`src/rtl/bpk_pkg.sv`:
```
package bpk_pkg;

  // CPU table geometry
  localparam int unsigned NUM_CPUS   = 16;
  localparam int unsigned CPU_IDX_W  = $clog2(NUM_CPUS);
  localparam int unsigned CPU_CNT_W  = 5;
  localparam int unsigned LOAD_W     = 17;
  localparam int unsigned SUM_W      = LOAD_W + 1;
  localparam int unsigned CHOSEN_W   = 4;

  // 1.0 with 16 fraction bits (Q1.16 loads, Q2.16 sums)
  localparam logic [SUM_W-1:0]  ONE_SUM  = SUM_W'(65536);
  localparam logic [LOAD_W-1:0] ONE_LOAD = LOAD_W'(65536);

  // Configuration port
  localparam int unsigned CFG_IDX_W  = 1;
  localparam int unsigned CFG_DATA_W = 5;
  localparam logic [CFG_IDX_W-1:0] CFG_HEURISTIC_MODE = 1'b0;
  localparam logic [CFG_IDX_W-1:0] CFG_CPU_COUNT      = 1'b1;

  typedef enum logic [1:0] {
    MODE_BEST_FIT  = 2'd0,
    MODE_WORST_FIT = 2'd1,
    MODE_FIRST_FIT = 2'd2
  } mode_e;

  typedef enum logic [1:0] {
    ST_IDLE = 2'd0,
    ST_SCAN = 2'd1,
    ST_DONE = 2'd2
  } state_e;

  // Sequencer to fit unit
  typedef struct packed {
    logic clear;
    logic step;
  } fit_ctrl_t;

  // Fit unit to sequencer
  typedef struct packed {
    logic take;
    logic found;
  } fit_stat_t;

endpackage

```
`src/rtl/bpk_load_table.sv`:
```
module bpk_load_table (
  input  logic                          clk_i,
  input  logic                          rst_ni,
  input  logic                          clear_i,
  input  logic [bpk_pkg::CPU_IDX_W-1:0] rd_idx_i,
  output logic [bpk_pkg::LOAD_W-1:0]    rd_load_o,
  input  logic                          wr_en_i,
  input  logic [bpk_pkg::CPU_IDX_W-1:0] wr_idx_i,
  input  logic [bpk_pkg::LOAD_W-1:0]    wr_load_i
);
  import bpk_pkg::*;

  logic [NUM_CPUS-1:0] valid_q, valid_d;
  logic [LOAD_W-1:0]   load_q [NUM_CPUS];

  // Valid bits: a cleared entry reads as zero load
  always_comb begin
    valid_d = valid_q;
    if (clear_i) begin
      valid_d = '0;
    end else if (wr_en_i) begin
      valid_d[wr_idx_i] = 1'b1;
    end
  end

  always_ff @(posedge clk_i or negedge rst_ni) begin
    if (!rst_ni) begin
      valid_q <= '0;
    end else begin
      valid_q <= valid_d;
    end
  end

  // Load storage, no reset needed
  always_ff @(posedge clk_i) begin
    if (wr_en_i && !clear_i) begin
      load_q[wr_idx_i] <= wr_load_i;
    end
  end

  assign rd_load_o = valid_q[rd_idx_i] ? load_q[rd_idx_i] : '0;

endmodule

```
`src/rtl/bpk_fit_unit.sv`:
```
module bpk_fit_unit (
  input  logic                          clk_i,
  input  logic                          rst_ni,
  input  bpk_pkg::fit_ctrl_t            ctrl_i,
  input  logic [1:0]                    mode_i,
  input  logic [bpk_pkg::LOAD_W-1:0]    task_load_i,
  input  logic [bpk_pkg::LOAD_W-1:0]    cpu_load_i,
  input  logic [bpk_pkg::CPU_IDX_W-1:0] cpu_idx_i,
  output bpk_pkg::fit_stat_t            stat_o,
  output logic [bpk_pkg::CPU_IDX_W-1:0] pick_o,
  output logic [bpk_pkg::LOAD_W-1:0]    pick_load_o
);
  import bpk_pkg::*;

  logic                 found_q;
  logic [LOAD_W-1:0]    best_q;
  logic [CPU_IDX_W-1:0] pick_q;
  logic [LOAD_W-1:0]    new_load_q;

  logic [SUM_W-1:0]  sum;
  logic [SUM_W-1:0]  space_w;
  logic [LOAD_W-1:0] space;
  logic              fits;
  logic              take;

  // One candidate per cycle while step is set: new load, remaining space, keep-or-drop
  always_comb begin
    sum     = {1'b0, cpu_load_i} + {1'b0, task_load_i};
    fits    = (sum <= ONE_SUM);
    space_w = ONE_SUM - sum;
    space   = space_w[LOAD_W-1:0];
    case (mode_i)
      MODE_BEST_FIT:  take = fits && (space < (found_q ? best_q : ONE_LOAD));
      MODE_WORST_FIT: take = fits && (!found_q || (space > best_q));
      MODE_FIRST_FIT: take = (sum < ONE_SUM);
      default:        take = 1'b0;
    endcase
  end

  always_ff @(posedge clk_i or negedge rst_ni) begin
    if (!rst_ni) begin
      found_q <= 1'b0;
    end else if (ctrl_i.clear) begin
      found_q <= 1'b0;
    end else if (ctrl_i.step && take) begin
      found_q <= 1'b1;
    end
  end

  // Best candidate so far
  always_ff @(posedge clk_i) begin
    if (ctrl_i.step && take && !ctrl_i.clear) begin
      best_q     <= space;
      pick_q     <= cpu_idx_i;
      new_load_q <= sum[LOAD_W-1:0];
    end
  end

  assign stat_o.take  = ctrl_i.step && take;
  assign stat_o.found = found_q;
  assign pick_o       = pick_q;
  assign pick_load_o  = new_load_q;

endmodule

```
`src/rtl/task_to_cpu_bin_packer_core.sv`:
```
// An accepted task is scanned by the shared fit unit over CPUs 0 to n-1, where n
// is the saturated CPU count; the result is registered in the done state.
// First fit stops at the first CPU whose load stays below 1.0; a failed set skips
// the scan. New tasks are accepted only in idle, once the last result is registered.
// Reset: asynchronous, active low; clears loads, failure flag, mode (best fit)
// and sets the CPU count to one.
module task_to_cpu_bin_packer_core (
  input  logic                             clk_i,
  input  logic                             rst_ni,
  input  logic                             cfg_we_i,
  input  logic [bpk_pkg::CFG_IDX_W-1:0]    cfg_idx_i,
  input  logic [bpk_pkg::CFG_DATA_W-1:0]   cfg_wdata_i,
  input  logic                             task_valid_i,
  output logic                             task_ready_o,
  input  logic [bpk_pkg::LOAD_W-1:0]       task_load_i,
  input  logic                             first_of_set_i,
  output logic                             result_valid_o,
  input  logic                             result_ready_i,
  output logic [bpk_pkg::CHOSEN_W-1:0]     chosen_cpu_o,
  output logic                             placed_ok_o
);
  import bpk_pkg::*;

  state_e               state_q, state_d;
  logic [1:0]           mode_q;
  logic [CPU_CNT_W-1:0] cpu_count_q;
  logic                 set_failed_q, set_failed_d;
  logic [LOAD_W-1:0]    task_q;
  logic [CPU_IDX_W-1:0] idx_q, idx_d;
  logic [CPU_IDX_W-1:0] last_q, last_d;
  logic                 out_valid_q, out_valid_d;
  logic [CHOSEN_W-1:0]  out_cpu_q;
  logic                 out_ok_q;

  logic                 in_fire;
  logic                 out_free;
  logic                 skip;
  logic [CPU_CNT_W-1:0] n_sat;
  logic [CPU_CNT_W-1:0] n_m1;
  logic                 table_clear;
  logic                 table_we;
  logic [LOAD_W-1:0]    rd_load;
  logic [CPU_IDX_W-1:0] pick;
  logic [LOAD_W-1:0]    pick_load;
  fit_ctrl_t            fit_ctrl;
  fit_stat_t            fit_stat;

  // Configuration registers
  always_ff @(posedge clk_i or negedge rst_ni) begin
    if (!rst_ni) begin
      mode_q      <= MODE_BEST_FIT;
      cpu_count_q <= CPU_CNT_W'(1);
    end else if (cfg_we_i) begin
      case (cfg_idx_i)
        CFG_HEURISTIC_MODE: mode_q      <= cfg_wdata_i[1:0];
        CFG_CPU_COUNT:      cpu_count_q <= cfg_wdata_i;
        default:            ;
      endcase
    end
  end

  // Effective CPU count and scan bound
  always_comb begin
    n_sat = (cpu_count_q > CPU_CNT_W'(NUM_CPUS)) ? CPU_CNT_W'(NUM_CPUS) : cpu_count_q;
    n_m1  = n_sat - CPU_CNT_W'(1);
  end

  assign in_fire     = task_valid_i && task_ready_o;
  assign out_free    = !out_valid_q || result_ready_i;
  assign table_clear = in_fire && first_of_set_i;

  // Sequencer: next state and controls
  always_comb begin
    state_d        = state_q;
    idx_d          = idx_q;
    last_d         = last_q;
    set_failed_d   = set_failed_q;
    out_valid_d    = out_valid_q && !result_ready_i;
    task_ready_o   = 1'b0;
    fit_ctrl.clear = 1'b0;
    fit_ctrl.step  = 1'b0;
    table_we       = 1'b0;
    skip           = (!first_of_set_i && set_failed_q) || (cpu_count_q == '0) ||
                     !((mode_q == MODE_BEST_FIT) || (mode_q == MODE_WORST_FIT) ||
                       (mode_q == MODE_FIRST_FIT));
    case (state_q)
      ST_IDLE: begin
        task_ready_o = 1'b1;
        if (task_valid_i) begin
          fit_ctrl.clear = 1'b1;
          idx_d          = '0;
          last_d         = n_m1[CPU_IDX_W-1:0];
          if (first_of_set_i) begin
            set_failed_d = 1'b0;
          end
          state_d = skip ? ST_DONE : ST_SCAN;
        end
      end
      ST_SCAN: begin
        fit_ctrl.step = 1'b1;
        if ((fit_stat.take && (mode_q == MODE_FIRST_FIT)) || (idx_q == last_q)) begin
          state_d = ST_DONE;
        end else begin
          idx_d = idx_q + CPU_IDX_W'(1);
        end
      end
      ST_DONE: begin
        if (out_free) begin
          out_valid_d = 1'b1;
          table_we    = fit_stat.found;
          if (!fit_stat.found) begin
            set_failed_d = 1'b1;
          end
          state_d = ST_IDLE;
        end
      end
      default: state_d = ST_IDLE;
    endcase
  end

  always_ff @(posedge clk_i or negedge rst_ni) begin
    if (!rst_ni) begin
      state_q      <= ST_IDLE;
      set_failed_q <= 1'b0;
      out_valid_q  <= 1'b0;
      idx_q        <= '0;
      last_q       <= '0;
    end else begin
      state_q      <= state_d;
      set_failed_q <= set_failed_d;
      out_valid_q  <= out_valid_d;
      idx_q        <= idx_d;
      last_q       <= last_d;
    end
  end

  // Task and result payload
  always_ff @(posedge clk_i) begin
    if (in_fire) begin
      task_q <= task_load_i;
    end
    if ((state_q == ST_DONE) && out_free) begin
      out_cpu_q <= fit_stat.found ? CHOSEN_W'(pick) : '0;
      out_ok_q  <= fit_stat.found;
    end
  end

  bpk_load_table u_table (
    .clk_i     (clk_i),
    .rst_ni    (rst_ni),
    .clear_i   (table_clear),
    .rd_idx_i  (idx_q),
    .rd_load_o (rd_load),
    .wr_en_i   (table_we),
    .wr_idx_i  (pick),
    .wr_load_i (pick_load)
  );

  bpk_fit_unit u_fit (
    .clk_i       (clk_i),
    .rst_ni      (rst_ni),
    .ctrl_i      (fit_ctrl),
    .mode_i      (mode_q),
    .task_load_i (task_q),
    .cpu_load_i  (rd_load),
    .cpu_idx_i   (idx_q),
    .stat_o      (fit_stat),
    .pick_o      (pick),
    .pick_load_o (pick_load)
  );

  assign result_valid_o = out_valid_q;
  assign chosen_cpu_o   = out_cpu_q;
  assign placed_ok_o    = out_ok_q;

`ifndef NO_ASSERTIONS
  // A new result only comes out of the completion step
  assert property (@(posedge clk_i) disable iff (!rst_ni)
    $rose(out_valid_q) |-> $past(state_q == ST_DONE))
    else $error("result raised outside completion");

  // The scan never runs past the last CPU in use
  assert property (@(posedge clk_i) disable iff (!rst_ni)
    (state_q == ST_SCAN) |-> (idx_q <= last_q))
    else $error("scan index beyond CPU count");

  // A chosen CPU always lies within the scanned range
  assert property (@(posedge clk_i) disable iff (!rst_ni)
    (state_q == ST_DONE) && fit_stat.found |-> (pick <= last_q))
    else $error("pick outside scanned CPUs");

  // A placed result cannot stand beside a failed set
  assert property (@(posedge clk_i) disable iff (!rst_ni)
    (out_valid_q && out_ok_q) |-> !set_failed_q)
    else $error("placement reported in failed set");
`endif

endmodule
```
`config.mk`:
```
export PLATFORM = sky130hd
export DESIGN_NAME = task_to_cpu_bin_packer_core
export DESIGN_NICKNAME = d
export VERILOG_FILES = /design/src/rtl/bpk_pkg.sv /design/src/rtl/bpk_load_table.sv /design/src/rtl/bpk_fit_unit.sv /design/src/rtl/task_to_cpu_bin_packer_core.sv
export SDC_FILE = /design/constraint.sdc
export NUM_CORES = 1
export LEC_CHECK = 0
export ABC_AREA = 1
export BUFFER_PORTS_ARGS = -buffer_cell sky130_fd_sc_hd__buf_2
export CORE_UTILIZATION = 50
export DETAILED_ROUTE_END_ITERATION = 16
export PLACE_DENSITY = 0.63
export SETUP_SLACK_MARGIN = 0.02
export SLEW_MARGIN = 25
export SYNTH_ARGS = -nofsm -noshare
export SYNTH_HDL_FRONTEND = slang
export SYNTH_SLANG_ARGS = --single-unit
```
`constraint.sdc`:
```
create_clock -name clk_i -period 12.4 [get_ports clk_i]
set_clock_uncertainty 0.2 [all_clocks]
set_input_delay 1.86 -clock clk_i [delete_from_list [all_inputs] [get_ports clk_i]]
set_output_delay 1.86 -clock clk_i [all_outputs]
set_load 0.005 [all_outputs]
```
# Yosys cells after proc, flatten, opt, wreduce, memory -nomap -nowiden
# Memory sizes are Yosys's and may differ from the RTL's.
# Index checks and enable logic that the tools add are counted.
totals:
  register_bits: 96
  ram_bits: 272
  input_bits: 29
  output_inout_bits: 7
  elab_cells: 115
  memories: 1
mem_list:
  columns: ["name", "words", "width", "rd", "rd_ports_with_merged_regs", "write_ports", "line_no", "rtl"]
  rows:
  - ["u_table.load_q", 16, 17, 1, 0, 1, "bpk_load_table.sv:14", "logic [LOAD_W-1:0] load_q [NUM_CPUS];"]
op_classes:
  n_addsub: 4
  n_lt_le_gt_ge: 8
  eq_ne: 11
  mux: 35
  bitwise: 2
  n_reduce_logical: 39
op_table:
  columns: ["cell", "n"]
  rows:
  - ["17-bit two-way mux", 2]
  - ["16-bit two-way mux", 2]
  - ["17-bit by 17-bit adder with 18-bit output", 1]
  - ["18-bit by 17-bit <= comparator with 1-bit output (second input constant)", 1]
  - ["18-bit by 17-bit < comparator with 1-bit output (second input constant)", 1]
  - ["1-bit two-way mux", 18]
  - ["17-bit > comparator", 1]
  - ["17-bit < comparator", 1]
  - ["17-bit subtractor (first input constant)", 1]
  - ["16-bit OR", 1]
  - ["1-bit logical AND", 12]
  - ["4-bit two-way mux", 3]
  - ["2-bit inequality test (second input constant)", 6]
  - ["4-bit by 5-bit < comparator with 1-bit output (second input constant)", 2]
  - ["2-bit two-way mux", 4]
  - ["4-bit one-hot mux with 2 select lines", 1]
  - ["2-bit nonzero test", 4]
  - ["1-bit logical NOT", 7]
  - ["1-bit logical OR", 7]
  - ["2-bit one-hot mux with 3 select lines", 1]
  - ["2-bit AND reduction", 3]
  - ["3-bit AND reduction", 2]
  - ["5-bit > comparator (second input constant)", 1]
  - ["5-bit logical NOT", 1]
  - ["13 further kinds", 16]

# Depth between registers and ports, before layout
logic_depth:
  depth_word: 14
  ltp_mapped: 41
  mapped_depth_nobuf: 39

# Modules after synthesis
# From an unflattened synthesis, not the netlist that was laid out.
unflattened:
  cells_unflattened: 1857
  area_unflattened_um2: 17900.9
by_module_without_submodules:
  columns: ["module", "n_inst", "cells_per_inst", "area_per_inst_um2", "seq_area_each_um2"]
  rows:
  - ["bpk_load_table", 1, 1244, 12705.9, 8568.2]
  - ["bpk_fit_unit", 1, 446, 3472.1, 1136.1]
  - ["task_to_cpu_bin_packer_core", 1, 167, 1722.9, 1137.3]

# Worst setup path before layout
# No wires, ideal clock.
synth_timing:
  path_type: "reg2reg"
  from: "register idx_q[0]"
  to: "register u_fit.best_q[10] (enable)"
  setup_time_ps: 392
  t_arrival_ps: 5353
  slack_ps: 6456
  stages_incl_launch_ff: 37
  path_buffers: 2
  path_cell_list: "dfrtp_1 clkinv_1 clkbuf_1 clkbuf_1 nand2_1 a221oi_1 o21ai_0 nand2_1 nand2_1 inv_1 ha_1 inv_1 fa_1 ha_1 inv_1 nor2_2 nand3_2 nor2_2 nand3_2 nor2_4 nand2_2 nor3_2 xor2_1 ha_1 nand2_1 inv_1 o21ai_0 nand2_1 nor2_1 nand3_1 nand2_1 nand2_1 nor2_1 nand2_1 nand2_1 nand2_1 inv_1"
synth_between:
  elab_chain_len: 11
  elab_cells_between_ends: 16
  cone_classes: "add/sub: 2; order compare: 4; mux: 4; reduce/logical: 5; memory: 1"
synth_rtl:
  columns: ["element", "line_no", "rtl"]
  rows:
  - ["from (decl)", "task_to_cpu_bin_packer_core.sv:29", "logic [CPU_IDX_W-1:0] idx_q, idx_d;"]
  - ["from (signal assigned)", "task_to_cpu_bin_packer_core.sv:132", "idx_q <= idx_d;"]
  - ["1-bit binary-select mux with 4-bit select", "bpk_load_table.sv:41", "assign rd_load_o = valid_q[rd_idx_i] ? load_q[rd_idx_i] : '0;"]
  - ["1-bit two-way mux (implied by the code)", "bpk_load_table.sv:41", null]
  - ["17-bit two-way mux *", "bpk_load_table.sv:41", null]
  - ["17-bit by 17-bit adder with 18-bit output *", "bpk_fit_unit.sv:28", "sum = {1'b0, cpu_load_i} + {1'b0, task_load_i};"]
  - ["17-bit subtractor *", "bpk_fit_unit.sv:30", "space_w = ONE_SUM - sum;"]
  - ["via u_fit.space_w[14]", "bpk_fit_unit.sv:21", "logic [SUM_W-1:0] space_w;"]
  - ["17-bit > comparator", "bpk_fit_unit.sv:34", "MODE_WORST_FIT: take = fits && (!found_q || (space > best_q));"]
  - ["1-bit logical OR", "bpk_fit_unit.sv:34", null]
  - ["1-bit logical AND", "bpk_fit_unit.sv:34", null]
  - ["1-bit one-hot mux with 3 select lines *", "bpk_fit_unit.sv:32", "case (mode_i)"]
  - ["1-bit logical AND * (2 in series)", "bpk_fit_unit.sv:52", "if (ctrl_i.step && take && !ctrl_i.clear) begin"]
  - ["to (signal assigned)", "bpk_fit_unit.sv:53", "best_q <= space;"]
  - ["to (decl)", "bpk_fit_unit.sv:16", "logic [LOAD_W-1:0] best_q;"]
# Mark *: on every way through the listed nets, which the timed path passes. The rest lies on a longest branch. The select of a mux whose other input is x is not followed.
# A chain may end at the register's enable or synchronous reset.

# Worst setup path in the final report
layout_timing:
  from: "register idx_q[2]"
  to: "register u_fit.best_q[7] (enable)"
layout_between:
  elab_chain_len: 11
  elab_cells_between_ends: 16
  cone_classes: "add/sub: 2; order compare: 4; mux: 4; reduce/logical: 5; memory: 1"
layout_rtl:
  columns: ["element", "line_no", "rtl"]
  rows:
  - ["1-bit binary-select mux with 4-bit select", "bpk_load_table.sv:41", null]
  - ["1-bit two-way mux (implied by the code)", "bpk_load_table.sv:41", null]
  - ["17-bit two-way mux *", "bpk_load_table.sv:41", null]
  - ["17-bit by 17-bit adder with 18-bit output *", "bpk_fit_unit.sv:28", null]
  - ["via u_fit.sum[6]", "bpk_fit_unit.sv:20", "logic [SUM_W-1:0] sum;"]
  - ["17-bit subtractor *", "bpk_fit_unit.sv:30", null]
  - ["via u_fit.space_w[11]", "bpk_fit_unit.sv:21", null]
  - ["17-bit > comparator", "bpk_fit_unit.sv:34", null]
  - ["1-bit logical OR", "bpk_fit_unit.sv:34", null]
  - ["1-bit logical AND", "bpk_fit_unit.sv:34", null]
  - ["1-bit one-hot mux with 3 select lines *", "bpk_fit_unit.sv:32", null]
  - ["1-bit logical AND * (2 in series)", "bpk_fit_unit.sv:52", null]
# Marked as above.

==> results.py <==
metrics = {
    "worst_setup_path": {
        "crit_required_ns": 12.37,
        "path_common_cell": "nand2_1",
        "worst-setup-path-type": "reg2reg",
        "path_buf_inv": 11,
        "cp-end-kind": "flip-flop",
        "cp-start-kind": "flip-flop",
        "cp_slowest_stage_delay_ns": 0.90,
        "slowest_stage": "dfrtp_1",
        "crit_family": "simple AND/OR/NAND/NOR gates",
        "arrival_ns": 7.90,
        "cp_max_fo": 33,
        "ff2ff_setup_slack_ns": 4.48,
    },
    "grt": {
        "gr-total-overflow": 0,
        "grt_pass1_vias": 11000,
        "grt_max_degree": 104,
        "grt_pass1_wl_um": 63200,
        "track_usage": 0.250,
        "antenna_found_initial": 1,
    },
    "yosys": {
        "syn_nets": 1604,
        "yosysUniqueCellTypes": 43,
        "synth_area_per_cell_um2": 10.9,
        "synth-seq-area-share": 0.654,
        "synth_area_um2": 16600,
        "synth_async_sr_flop_share": 0.0981,
        "synth_ff_type": "edfxtp_1",
        "yosys_warnings": 0,
        "ys_ff_latch": 367,
        "syn_inst": 1521,
        "synth-edff-count": 331,
    },
    "clock_tree": {
        "cts_htree_levels": 2,
        "numCtsBuffers": 39,
        "clockRootBuffer": "clkbuf_16",
        "cts.sinks": 367,
        "clockBufferDepth": 3,
        "cts_tree": "built",
        "cts_setup_buffers": 0,
        "clk-insertion-delay-late_ns": 0.53,
        "holdBufCountCts": 0,
        "clk_pin_slew_worst_paths_ns": 0.06,
        "ctsResizeCount": 0,
    },
    "cells_and_area": {
        "num-nets-final": 1649,
        "multi_input_area_um2": 4940,
        "drive_gt1_frac": 0.100,
        "fillers": 2787,
        "area_delta_synth_final_pct": 12.1,
        "register_area_um2": 10800,
        "post-route-util": 0.571,
        "antenna_cells": 0,
    },
    "timing": {
        "fin_crit_ns": 7.92,
        "tns_ns": 0,
        "worstMarginPinSlew_ns": 0.866,
        "slew_headroom": 0.419,
        "fin_crit_sh": 0.639,
        "hold_viol_final": 0,
        "setup_viol": 0,
        "drv_slew": 0,
        "fmax_ghz": 0.126,
        "rsz0062_at_grt": "false",
    },
    "power_and_ir_drop": {
        "fin_total_pwr_mw": 4.60,
        "p_per_area_nw_per_um2": 248,
        "p_leak_nw": 7.33,
        "ir_worst_vdd_v": 0.000158,
    },
    "detailed_routing": {
        "vias": 11300,
        "drtIter0Drc": 904,
        "ant_nets": 0,
        "viasPerCell": 5.55,
        "first_pass_iters": 5,
        "avgRoutedWirePerCell_um": 20.1,
        "wirelength_um": 41000,
        "drc_errors": 0,
    },
    "die": {
        "initial_utilization": 0.509,
        "rows": 66,
        "dieArea_um2": 33900,
        "fp.dieW_um": 184,
        "die_y_um": 184,
        "core-area_um2": 32500,
        "num_io_pins": 36,
    },
    "place": {
        "numPortBuffers": 35,
        "hpwl_um": 26300,
        "place.gp.congestion": 0.893,
    },
    "outcome": {
        "status": "finished clean",
    },
    "min_path": {
        "min_path_type": "reg2reg",
    },
    "job": {
        "maxCapViolCount": 0,
    },
}
## area by class of cell
cell class | count | area share
clock inverter | 23 | 0.00875
inverter | 170 | 0.0345
timing repair buffer | 60 | 0.0197
clock buffer | 49 | 0.0579
sequential | 367 | 0.584
tap | 442 | 0.0298
multi-input combinational | 928 | 0.266
## stage by stage
| step | setup slack, ns | instances | cell area, um^2 | hold WS (ns) |
|---|---|---|---|---|
| final | 4.48 | 2039 | 18600 | 0.308 |
| after global routing | 3.73 | 2039 | 18600 | 0.350 |
| after CTS | 4.49 | 2039 | 18600 | 0.311 |
| after detailed placement | 4.49 | 1967 | 17300 | 0.297 |
| after global placement | 4.57 | 1967 | 17300 | 0.289 |
| after floorplan | 6.46 | 1521 | 16600 | 0.220 |
## power breakdown
| group | switching (mW) | total, mW | internal (mW) |
|---|---|---|---|
| logic | 1.08 | 1.58 | 0.500 |
| registers | 0.228 | 1.90 | 1.68 |
| clock network | 0.474 | 1.12 | 0.641 |
## placed cells by master (no fill, tap or decap), types with 3 or more instances in the layout
master	netlist	routed
nor2_4	1	3
inv_1	166	166
edfxtp_1	331	331
o21ai_0	132	132
nor3_1	4	4
buf_4	0	24
clkinv_2	0	9
clkbuf_16	0	41
o221ai_1	21	21
nand3_1	69	69
xor2_1	14	14
clkinv_1	3	8
nor2_1	139	123
nand4_1	23	23
buf_2	4	35
a21oi_1	71	71
dfrtp_1	35	34
a32o_1	5	5
nand3b_1	3	3
and2_1	3	3
a221oi_1	10	10
clkbuf_1	52	6
xnor2_1	9	9
o22ai_1	22	22
nand2_1	318	318
ha_1	53	53
nor2_2	8	22
clkinvlp_4	0	3
o41ai_1	3	3
## kinds of logic after synthesis
logic type	count (synthesis)	share of synthesized area
multiplexers	1	0.000679
buffers and inverters	226	0.0515
AND/OR/NAND/NOR	577	0.145
AO/OA/AOI/OAI	271	0.0938
XOR/XNOR	25	0.0141
adder cells (fa/ha/maj)	54	0.0412
flip-flops	367	0.654
## worst register-to-register path, delay by kind of cell (launching register included)
kind            cells  cell delay, ns
fa+ha+maj           3            0.73
buf+inv            11            1.99
simple gates       17            2.58
compound gates      5            0.55
flops               1            0.90
xor+xnor            2            0.63
## metal layers
metal  up-vias  global-route usage  wire, um
li1       5387                   -         -
met1      5452               0.334     17600
met2       385               0.411     19400
met3        93              0.0426      2670
met4         2              0.0897      1310
met5         -                   0         8
## sequential cells by signal, summed over array words and instances (netlist names)
register and count:
u_table.load_q 272, u_table.valid_q 16, task_q 17, u_fit.pick_o 4, chosen_cpu_o 4, last_q 4, u_fit.best_q 16, set_failed_q 1
result_valid_o 1, u_fit.pick_load_o 17, mode_q 2, u_fit.found_q 1, state_q 2, cpu_count_q 5, idx_q 4, placed_ok_o 1
## final timing paths
path / start / endpoint / depth (start not counted)
min in group asynchronous: rst_ni / u_table.valid_q[3] / 1
hold reg to reg: last_q[1] / last_q[1] / 2
hold / removal: last_q[1] / last_q[1] / 2
setup / recovery: idx_q[2] / u_fit.best_q[7] / 38
setup reg to reg: idx_q[2] / u_fit.best_q[7] / 38
max in group asynchronous: rst_ni / idx_q[0] / 1
## synth_stat cells (4+ instances only)
cell      number  share of area
ha_1          53          0.040
xor2_1        14         0.0074
inv_1        166          0.038
clkbuf_1      52          0.012
nand4_1       23         0.0087
edfxtp_1     331           0.60
nand3_1       69          0.021
nor3_1         4         0.0012
o221ai_1      21          0.011
a21oi_1       71          0.021
nand2_1      318          0.072
o22ai_1       22         0.0083
xnor2_1        9         0.0048
dfrtp_1       35          0.053
o21ai_0      132          0.040
nor2_2         8         0.0030
buf_2          4         0.0012
nor2_1       139          0.031
a221oi_1      10         0.0053
a32o_1         5         0.0030
(Power assumes the default switching activity.)
